## config.mk

```make
export PLATFORM = sky130hd
export DESIGN_NAME = tlv_stream_deframer
export DESIGN_NICKNAME = d
export VERILOG_FILES = /design/src/sv/tlv_pkg.sv /design/src/sv/tlv_stream_deframer.sv /design/src/sv/tlv_tag_mem.sv /design/src/sv/tlv_parse_core.sv
export SDC_FILE = /design/constraint.sdc
export NUM_CORES = 1
export LEC_CHECK = 0
export ABC_AREA = 1
export BUFFER_PORTS_ARGS = -buffer_cell sky130_fd_sc_hd__buf_2
export CAP_MARGIN = 20
export CELL_PAD_IN_SITES_DETAIL_PLACEMENT = 0
export CELL_PAD_IN_SITES_GLOBAL_PLACEMENT = 1
export CORE_MARGIN = 2
export CORE_UTILIZATION = 40
export CTS_BUF_LIST = sky130_fd_sc_hd__clkbuf_4 sky130_fd_sc_hd__clkbuf_8 sky130_fd_sc_hd__clkbuf_16
export DETAILED_ROUTE_END_ITERATION = 10
export PLACE_DENSITY = 0.73
export SETUP_SLACK_MARGIN = 0.05
export SLEW_MARGIN = 10
export SYNTH_ARGS = -nofsm -noshare
export SYNTH_HDL_FRONTEND = slang
export SYNTH_SLANG_ARGS = --single-unit
```

## constraint.sdc

```tcl
create_clock -name aclk -period 3.9 [get_ports aclk]
set_input_delay 0.195 -clock aclk [delete_from_list [all_inputs] [get_ports aclk]]
set_output_delay 0.195 -clock aclk [all_outputs]
set_load 0.01 [all_outputs]
```

## src/sv/tlv_pkg.sv

```systemverilog
// types and constants of the tlv stream deframer
`timescale 1ns / 1ps

package tlv_pkg;

    localparam int BYTE_W           = 8;
    localparam int TAG_W            = 6;
    localparam int CLS_W            = 2;
    localparam int GROUP_W          = 7;
    localparam int ERR_W            = 2;
    localparam int NUM_TAGS         = 1 << TAG_W;
    localparam int LEN_BITS_DEFAULT = 32;
    localparam int CFG_DATA_W       = 32;
    localparam int CFG_IDX_W        = 2;

    localparam logic [CFG_IDX_W-1:0] CFG_MAX_LEN    = CFG_IDX_W'(0);
    localparam logic [CFG_IDX_W-1:0] CFG_TYPE_CHECK = CFG_IDX_W'(1);

    localparam logic [CLS_W-1:0] CLS_VAR   = 2'd0;
    localparam logic [CLS_W-1:0] CLS_ONE   = 2'd1;
    localparam logic [CLS_W-1:0] CLS_FOUR  = 2'd2;
    localparam logic [CLS_W-1:0] CLS_EIGHT = 2'd3;

    localparam logic [ERR_W-1:0] ERR_NONE  = 2'd0;
    localparam logic [ERR_W-1:0] ERR_TRUNC = 2'd1;
    localparam logic [ERR_W-1:0] ERR_CLASS = 2'd2;
    localparam logic [ERR_W-1:0] ERR_LONG  = 2'd3;

    typedef struct packed {
        logic [BYTE_W-1:0] data_byte;
        logic              message_end;
    } in_item_t;

    typedef struct packed {
        logic [TAG_W-1:0]  field_tag;
        logic [CLS_W-1:0]  size_class;
        logic [BYTE_W-1:0] payload_byte;
        logic              byte_valid;
        logic              field_last;
        logic              message_last;
        logic [ERR_W-1:0]  error_code;
    } out_item_t;

    typedef struct packed {
        logic             en;
        logic [TAG_W-1:0] tag;
        logic [CLS_W-1:0] cls;
    } tag_wr_t;

    typedef struct packed {
        logic             seen;
        logic [CLS_W-1:0] cls;
    } tag_lookup_t;

endpackage

```

## src/sv/tlv_stream_deframer.sv

```systemverilog
// top level of the tlv stream deframer
`timescale 1ns / 1ps

// Byte-serial tag-length-value deframer. One byte is taken per cycle, sustained,
// and its result (if any) reaches the m_ channel through a registered path: the
// accepting edge captures the byte and starts the registered read of the tag
// class memory, and a later edge, once the output register is free, stores the
// decode in the output register. That memory read is forwarded from a write to
// the same tag on the same edge. While a result waits on m_ready the byte behind
// it holds and s_ready stays low. Seen bits are flip-flops cleared all at once at
// reset and at each message end, so there is no clearing pass. Configuration
// writes are always ready and take effect from the next cycle; write them only
// while no byte is in flight.
module tlv_stream_deframer #(
    parameter int LEN_BITS = tlv_pkg::LEN_BITS_DEFAULT
) (
    input  logic                           aclk,
    input  logic                           aresetn,
    input  logic                           s_valid,
    output logic                           s_ready,
    input  tlv_pkg::in_item_t              s_data,
    output logic                           m_valid,
    input  logic                           m_ready,
    output tlv_pkg::out_item_t             m_data,
    input  logic                           cfg_valid,
    output logic                           cfg_ready,
    input  logic [tlv_pkg::CFG_IDX_W-1:0]  cfg_index,
    input  logic [tlv_pkg::CFG_DATA_W-1:0] cfg_data
);
    import tlv_pkg::*;

    logic [CFG_DATA_W-1:0] max_len_reg;
    logic                  type_check_reg;

    logic        s1_valid_reg, s1_valid_next;
    in_item_t    s1_item_reg;
    logic        m_valid_reg, m_valid_next;
    out_item_t   m_data_reg;

    logic        accept;
    logic        go;
    out_item_t   res;
    logic        res_valid;
    tag_wr_t     wr;
    logic        clear;
    tag_lookup_t lookup;

    assign cfg_ready = 1'b1;

    always_ff @(posedge aclk) begin
        if (!aresetn) begin
            max_len_reg    <= '1;
            type_check_reg <= 1'b1;
        end else if (cfg_valid) begin
            case (cfg_index)
                CFG_MAX_LEN:    max_len_reg    <= cfg_data;
                CFG_TYPE_CHECK: type_check_reg <= cfg_data[0];
                default: begin
                end
            endcase
        end
    end

    assign go      = s1_valid_reg && (!m_valid_reg || m_ready);
    assign s_ready = !s1_valid_reg || go;
    assign accept  = s_valid && s_ready;

    always_comb begin
        s1_valid_next = s1_valid_reg;
        if (accept) begin
            s1_valid_next = 1'b1;
        end else if (go) begin
            s1_valid_next = 1'b0;
        end
        m_valid_next = m_valid_reg;
        if (go) begin
            m_valid_next = res_valid;
        end else if (m_ready) begin
            m_valid_next = 1'b0;
        end
    end

    always_ff @(posedge aclk) begin
        if (!aresetn) begin
            s1_valid_reg <= 1'b0;
            m_valid_reg  <= 1'b0;
        end else begin
            s1_valid_reg <= s1_valid_next;
            m_valid_reg  <= m_valid_next;
        end
    end

    always_ff @(posedge aclk) begin
        if (accept) begin
            s1_item_reg <= s_data;
        end
        if (go && res_valid) begin
            m_data_reg <= res;
        end
    end

    tlv_tag_mem u_tag_mem (
        .aclk    (aclk),
        .aresetn (aresetn),
        .rd_en   (accept),
        .rd_tag  (s_data.data_byte[TAG_W-1:0]),
        .wr      (wr),
        .clear   (clear),
        .lookup  (lookup)
    );

    tlv_parse_core #(
        .LEN_BITS (LEN_BITS)
    ) u_core (
        .aclk       (aclk),
        .aresetn    (aresetn),
        .go         (go),
        .item       (s1_item_reg),
        .lookup     (lookup),
        .max_len    (max_len_reg),
        .type_check (type_check_reg),
        .res        (res),
        .res_valid  (res_valid),
        .wr         (wr),
        .clear      (clear)
    );

    assign m_valid = m_valid_reg;
    assign m_data  = m_data_reg;

endmodule

```

## src/sv/tlv_tag_mem.sv

```systemverilog
// per-message tag class memory with seen bits and write forwarding
`timescale 1ns / 1ps

module tlv_tag_mem (
    input  logic                     aclk,
    input  logic                     aresetn,
    input  logic                     rd_en,
    input  logic [tlv_pkg::TAG_W-1:0] rd_tag,
    input  tlv_pkg::tag_wr_t         wr,
    input  logic                     clear,
    output tlv_pkg::tag_lookup_t     lookup
);
    import tlv_pkg::*;

    logic [CLS_W-1:0]    class_mem [NUM_TAGS];
    logic [CLS_W-1:0]    rd_data_reg;
    logic [TAG_W-1:0]    rd_tag_reg;
    logic [NUM_TAGS-1:0] seen_reg;
    logic                fwd_hit_reg;
    logic [CLS_W-1:0]    fwd_cls_reg;

    always_ff @(posedge aclk) begin
        if (wr.en) begin
            class_mem[wr.tag] <= wr.cls;
        end
        if (rd_en) begin
            rd_data_reg <= class_mem[rd_tag];
            rd_tag_reg  <= rd_tag;
            fwd_cls_reg <= wr.cls;
        end
    end

    always_ff @(posedge aclk) begin
        if (!aresetn) begin
            seen_reg    <= '0;
            fwd_hit_reg <= 1'b0;
        end else begin
            if (clear) begin
                seen_reg <= '0;
            end else if (wr.en) begin
                seen_reg[wr.tag] <= 1'b1;
            end
            // write and read of the same tag on one edge
            if (rd_en) begin
                fwd_hit_reg <= wr.en && (wr.tag == rd_tag);
            end
        end
    end

    assign lookup.seen = seen_reg[rd_tag_reg];
    assign lookup.cls  = fwd_hit_reg ? fwd_cls_reg : rd_data_reg;

endmodule

```

## src/sv/tlv_parse_core.sv

```systemverilog
// field parser: header decode, length groups, payload count, drop
`timescale 1ns / 1ps

module tlv_parse_core #(
    parameter int LEN_BITS = tlv_pkg::LEN_BITS_DEFAULT
) (
    input  logic                         aclk,
    input  logic                         aresetn,
    input  logic                         go,
    input  tlv_pkg::in_item_t            item,
    input  tlv_pkg::tag_lookup_t         lookup,
    input  logic [tlv_pkg::CFG_DATA_W-1:0] max_len,
    input  logic                         type_check,
    output tlv_pkg::out_item_t           res,
    output logic                         res_valid,
    output tlv_pkg::tag_wr_t             wr,
    output logic                         clear
);
    import tlv_pkg::*;

    localparam int CMP_W = (LEN_BITS > CFG_DATA_W) ? LEN_BITS : CFG_DATA_W;

    typedef enum logic [3:0] {
        PH_HEADER  = 4'b0001,
        PH_LENGTH  = 4'b0010,
        PH_PAYLOAD = 4'b0100,
        PH_DROP    = 4'b1000
    } phase_t;

    phase_t              phase_reg, phase_next;
    logic [TAG_W-1:0]    tag_reg, tag_next;
    logic [CLS_W-1:0]    cls_reg, cls_next;
    logic [LEN_BITS-1:0] acc_reg, acc_next;
    logic [LEN_BITS-1:0] rem_reg, rem_next;

    logic [BYTE_W-1:0]   b;
    logic                mend;
    logic [TAG_W-1:0]    hdr_tag;
    logic [CLS_W-1:0]    hdr_cls;
    logic                more;
    logic [LEN_BITS-1:0] acc_shift;
    logic                acc_ovf;
    logic                acc_big;
    logic [LEN_BITS-1:0] rem_left;

    always_comb begin
        b         = item.data_byte;
        mend      = item.message_end;
        hdr_tag   = b[TAG_W-1:0];
        hdr_cls   = b[BYTE_W-1 -: CLS_W];
        more      = b[BYTE_W-1];
        acc_shift = {acc_reg[LEN_BITS-GROUP_W-1:0], b[GROUP_W-1:0]};
        acc_ovf   = acc_reg[LEN_BITS-1 -: GROUP_W] != '0;
        acc_big   = CMP_W'(acc_shift) > CMP_W'(max_len);
        rem_left  = (rem_reg != '0) ? rem_reg - LEN_BITS'(1) : '0;
    end

    always_comb begin
        phase_next = phase_reg;
        tag_next   = tag_reg;
        cls_next   = cls_reg;
        acc_next   = acc_reg;
        rem_next   = rem_reg;

        res_valid        = 1'b0;
        res.field_tag    = tag_reg;
        res.size_class   = cls_reg;
        res.payload_byte = '0;
        res.byte_valid   = 1'b0;
        res.field_last   = 1'b1;
        res.message_last = mend;
        res.error_code   = ERR_NONE;

        wr.en  = 1'b0;
        wr.tag = hdr_tag;
        wr.cls = hdr_cls;

        case (phase_reg)
            PH_HEADER: begin
                tag_next       = hdr_tag;
                cls_next       = hdr_cls;
                acc_next       = '0;
                res.field_tag  = hdr_tag;
                res.size_class = hdr_cls;
                if (mend) begin
                    res_valid      = 1'b1;
                    res.error_code = ERR_TRUNC;
                end else if (type_check && lookup.seen && (lookup.cls != hdr_cls)) begin
                    res_valid      = 1'b1;
                    res.error_code = ERR_CLASS;
                    phase_next     = PH_DROP;
                end else begin
                    wr.en = !lookup.seen;
                    if (hdr_cls == CLS_VAR) begin
                        phase_next = PH_LENGTH;
                    end else begin
                        case (hdr_cls)
                            CLS_ONE:  rem_next = LEN_BITS'(1);
                            CLS_FOUR: rem_next = LEN_BITS'(4);
                            default:  rem_next = LEN_BITS'(8);
                        endcase
                        phase_next = PH_PAYLOAD;
                    end
                end
            end
            PH_LENGTH: begin
                if (acc_ovf) begin
                    res_valid      = 1'b1;
                    res.error_code = ERR_LONG;
                    phase_next     = PH_DROP;
                end else begin
                    acc_next = acc_shift;
                    if (!more && acc_big) begin
                        res_valid      = 1'b1;
                        res.error_code = ERR_LONG;
                        phase_next     = PH_DROP;
                    end else if (more) begin
                        if (mend) begin
                            res_valid      = 1'b1;
                            res.error_code = ERR_TRUNC;
                        end
                    end else if (acc_shift == '0) begin
                        res_valid  = 1'b1;
                        phase_next = PH_HEADER;
                    end else if (mend) begin
                        res_valid      = 1'b1;
                        res.error_code = ERR_TRUNC;
                    end else begin
                        rem_next   = acc_shift;
                        phase_next = PH_PAYLOAD;
                    end
                end
            end
            PH_PAYLOAD: begin
                rem_next  = rem_left;
                res_valid = 1'b1;
                if (mend && (rem_left != '0)) begin
                    res.error_code = ERR_TRUNC;
                end else begin
                    res.payload_byte = b;
                    res.byte_valid   = 1'b1;
                    res.field_last   = (rem_left == '0);
                    if (rem_left == '0) begin
                        phase_next = PH_HEADER;
                    end
                end
            end
            PH_DROP: begin
                phase_next = PH_DROP;
            end
            default: begin
                phase_next = PH_HEADER;
            end
        endcase

        if (mend) begin
            phase_next = PH_HEADER;
            acc_next   = '0;
            rem_next   = '0;
        end

        wr.en = wr.en && go;
    end

    assign clear = go && mend;

    always_ff @(posedge aclk) begin
        if (!aresetn) begin
            phase_reg <= PH_HEADER;
            tag_reg   <= '0;
            cls_reg   <= '0;
            acc_reg   <= '0;
            rem_reg   <= '0;
        end else if (go) begin
            phase_reg <= phase_next;
            tag_reg   <= tag_next;
            cls_reg   <= cls_next;
            acc_reg   <= acc_next;
            rem_reg   <= rem_next;
        end
    end

endmodule

```

==> out/metrics.csv <==
stage,metric,value,unit
run_status,outcome,"finished, final reports clean",
cells_and_area,layout cells sized above 1,0.0964,
min_path,WHS Endpoint,u_core.phase_reg[0],
clock_tree,Root Buffer,clkbuf_16,
placed_design,port bufs,70,
die,initial core utilization,0.403,
power_and_ir_drop,VDD IR max,0.000244,V
cells_and_area,multi-input logic area,6510,um^2
worst_setup_path,slowest library cell on the worst path,dfxtp_1,
clock_tree,CTS max path bufs,3,
min_path,HP Class,primary input to flip-flop,
yosys,post-synth cell types,48,
yosys,mean post-synth cell area,7.97,um^2
clock_tree,CTS Buf Count,39,
placed_design,placed insts,2597,
clock_tree,hold buffers post-CTS,41,
power_and_ir_drop,clock share of power,0.430,
power_and_ir_drop,Pwr per Cell Area,463,nW/um^2
routing,via/cell ratio,5.15,
worst_setup_path,"Arr. time, crit path",3610,ps
power_and_ir_drop,switching portion of total power,0.264,
clock_tree,clock latency on the worst-skew pair,550,ps
yosys,most common cell in the netlist,nand2_1,
cells_and_area,Antenna Cells,0,
yosys,Synth Warn #,0,
cells_and_area,"non-filler cells, final",2710,
routing,first-pass detailed-route iteration total,5,
worst_setup_path,Slowest Stage Delay on Critical Path,330,ps
routing,first-iteration detailed-routing DRC count,1226,
routing,ANT nets after route,0,
sta,final count of hold timing violations,0,
die,Die Span Y,206,um
worst_setup_path,worst r2r src,u_core.rem_reg[0],
die,Die X,206,um
placed_design,post-DP HPWL,33400,um
routing,Wirelength per Cell,17.8,um
worst_setup_path,Crit. End Element,flip-flop,
sta,Tmin final,3260,ps
worst_setup_path,Worst Reg-to-Reg Cells,15,
worst_setup_path,Worst Setup Start Kind,flip-flop,
yosys,syn_nets,2138,
placed_design,Final Wtd Congestion,0.865,
clock_tree,Setup Buffers After CTS,0,
cells_and_area,register area,8390,um^2
yosys,"EDFF count, synth",162,
worst_setup_path,FF-to-FF setup slack,640,ps
power_and_ir_drop,Flop pwr share,0.442,
worst_setup_path,worst path cell trace,"inv_1, ha_1, nand2_1, nor2_4, nand4_2, buf_4, o21ai_0, nand2_1, nor2_1, nand2_1, nor2_1, nand2_1, nand2_1, nand2_1, nor2_1",
sta,Slew headroom,0.302,
worst_setup_path,required time of the worst setup path,4250,ps
sta,fmax,0.306,GHz
sta,Max Slew Vio Count,0,
job,Max-Cap Viols,0,
sta,Fin Clk Skew,21.6,ps
min_path,Hold Startpoint,aresetn,
yosys,synthesized flop and latch total,338,
clock_tree,CTS tree,done,
die,FP Rows,74,
global_route,All-Layer GR Usage,0.229,
worst_setup_path,"Top cell by count, worst path",nand2_1,
sta,Worst Tran Pin Value,1040,ps
worst_setup_path,worst-path maximum fanout,24,
sta,RSZ-0062 raised after global routing,no,
die,Core Footprint,40600,um^2
yosys,cell area after synthesis,16400,um^2
worst_setup_path,critical path launch point,u_core.rem_reg[0],
worst_setup_path,R2R Path End,m_data[8],
power_and_ir_drop,total power draw,8.81,mW
yosys,"Top FF cell, synth",dfxtp_1,
yosys,share of synthesized flip-flops with an asynchronous set or reset,0,
yosys,sequential-to-total area share from yosys stat,0.512,
yosys,Synth top area share,0.297,
clock_tree,Clock Pin Slew Worst Setup and Hold Paths,60,ps
yosys,Synth area leader,edfxtp_1,
power_and_ir_drop,Internal Power,6.49,mW
cells_and_area,Area Overhead vs Synth,16.3,%
power_and_ir_drop,logic gate share of total power,0.128,
global_route,grt ovf,0,
routing,# DRC,0,
global_route,largest net degree at the start of global routing,71,
routing,Routed WL,48200,um
yosys,Syn Inst Count,2054,
die,Ports,72,
worst_setup_path,crit path kind,flip-flop to flip-flop,
yosys,synth top area cells,"edfxtp_1, dfxtp_1, nand2_1",
global_route,vias in the first global route,13400,
global_route,initial antenna violation count,0,
sta,final worst-path cycle share,0.837,
cells_and_area,fillcell total,4011,
cells_and_area,Largest register FFs,128,
yosys,most frequent cells after synthesis,"nand2_1, nor2_1, inv_1",
cells_and_area,nets,2232,
sta,worst hold margin,79.1,ps
global_route,first-pass GRT wire length,74800,um
routing,vias post-DR,14000,
sta,final setup vio count,0,
die,die area,42600,um^2
power_and_ir_drop,Leakage,8.41,nW
power_and_ir_drop,Net Switching,2.33,mW
min_path,worst hold stages,2,
clock_tree,CTS sink count,338,
clock_tree,PostCTS Resize Cnt,0,
clock_tree,htree depth,2,
sta,setup total negative slack,0,ps
## final cells by class
class,instances,share of cell area
Tap cell,532,0.0350
Clock buffer,53,0.0599
Sequential cell,338,0.440
Timing Repair Buffer,148,0.0569
Clock inverter,18,0.0101
Multi-Input combinational cell,1338,0.342
Inverter,283,0.0559
## layout by cell type (no fill, tap or decap), types with 5 or more instances in the layout
cell type,instances
a211oi_1,14
a21oi_1,126
buf_2,70
buf_4,33
clkbuf_16,42
clkbuf_4,10
clkinv_1,5
clkinv_2,8
dfxtp_1,176
dlygate4sd3_1,41
edfxtp_1,162
ha_1,36
inv_1,273
inv_2,8
nand2_1,465
nand3_1,62
nand4_1,21
nor2_1,285
nor3_1,36
nor4_1,5
o211ai_1,33
o21ai_0,142
o21ai_1,13
o221ai_1,6
o22ai_1,47
xor2_1,7
## critical path, delay by kind of cell (launching register included)
| kind | cells | cell delay (ps) |
|---|---|---|
| AO/OA/AOI/OAI | 1 | 150 |
| buffers and inverters | 2 | 450 |
| adder cells (fa/ha/maj) | 1 | 270 |
| AND/OR/NAND/NOR | 11 | 1850 |
| flip-flops | 1 | 330 |
## logic make-up (layout without fill, tap and decap cells)
logic type,after synthesis,after routing,share of synthesized area
flip-flops,338,338,0.512
buffers and inverters,378,502,0.0921
adder cells (fa/ha/maj),36,36,0.0275
AO/OA/AOI/OAI,391,391,0.133
other,1,1,0.000229
multiplexers,2,2,0.00122
AND/OR/NAND/NOR,900,900,0.229
XOR/XNOR,8,8,0.00428
## power groups by stage
stage                     combinational [mW]  clock [mW]  sequential (mW)
after floorplan                        0.748           0             3.95
after global placement                  1.08           0             3.97
after detailed placement                1.08           0             3.97
after CTS                               1.12        3.86             3.90
after global routing                    1.27        4.00             3.91
final                                   1.12        3.79             3.90
## metrics by stage
step / worst slack (ps) / utilization / instance area (um^2)
2_1_floorplan: 659 / - / 16400
3_3_place_gp: 631 / 0.425 / 17300
3_5_place_dp: 697 / 0.425 / 17300
4_1_cts: 649 / 0.468 / 19000
5_1_grt: 338 / 0.469 / 19000
6_report: 636 / 0.469 / 19000
## per-layer routing
metal / vias to the layer above / global-route usage / wire (um)
met2: 381 / 0.344 / 20400
met3: 60 / 0.0307 / 2910
li1: 6924 / - / -
met5: - / 0 / 0
met1: 6585 / 0.345 / 24000
met4: 0 / 0.0592 / 921
## worst max path at each step
stage	end	slack, ps
3_3_place_gp	m_data[8]	630
4_1_cts	m_data[8]	650
3_5_place_dp	m_data[8]	700
5_1_grt	m_data[8]	340
2_1_floorplan	m_data[0]	660
6_report	m_data[8]	640
Note: power is estimated with default switching activity, not from simulation.
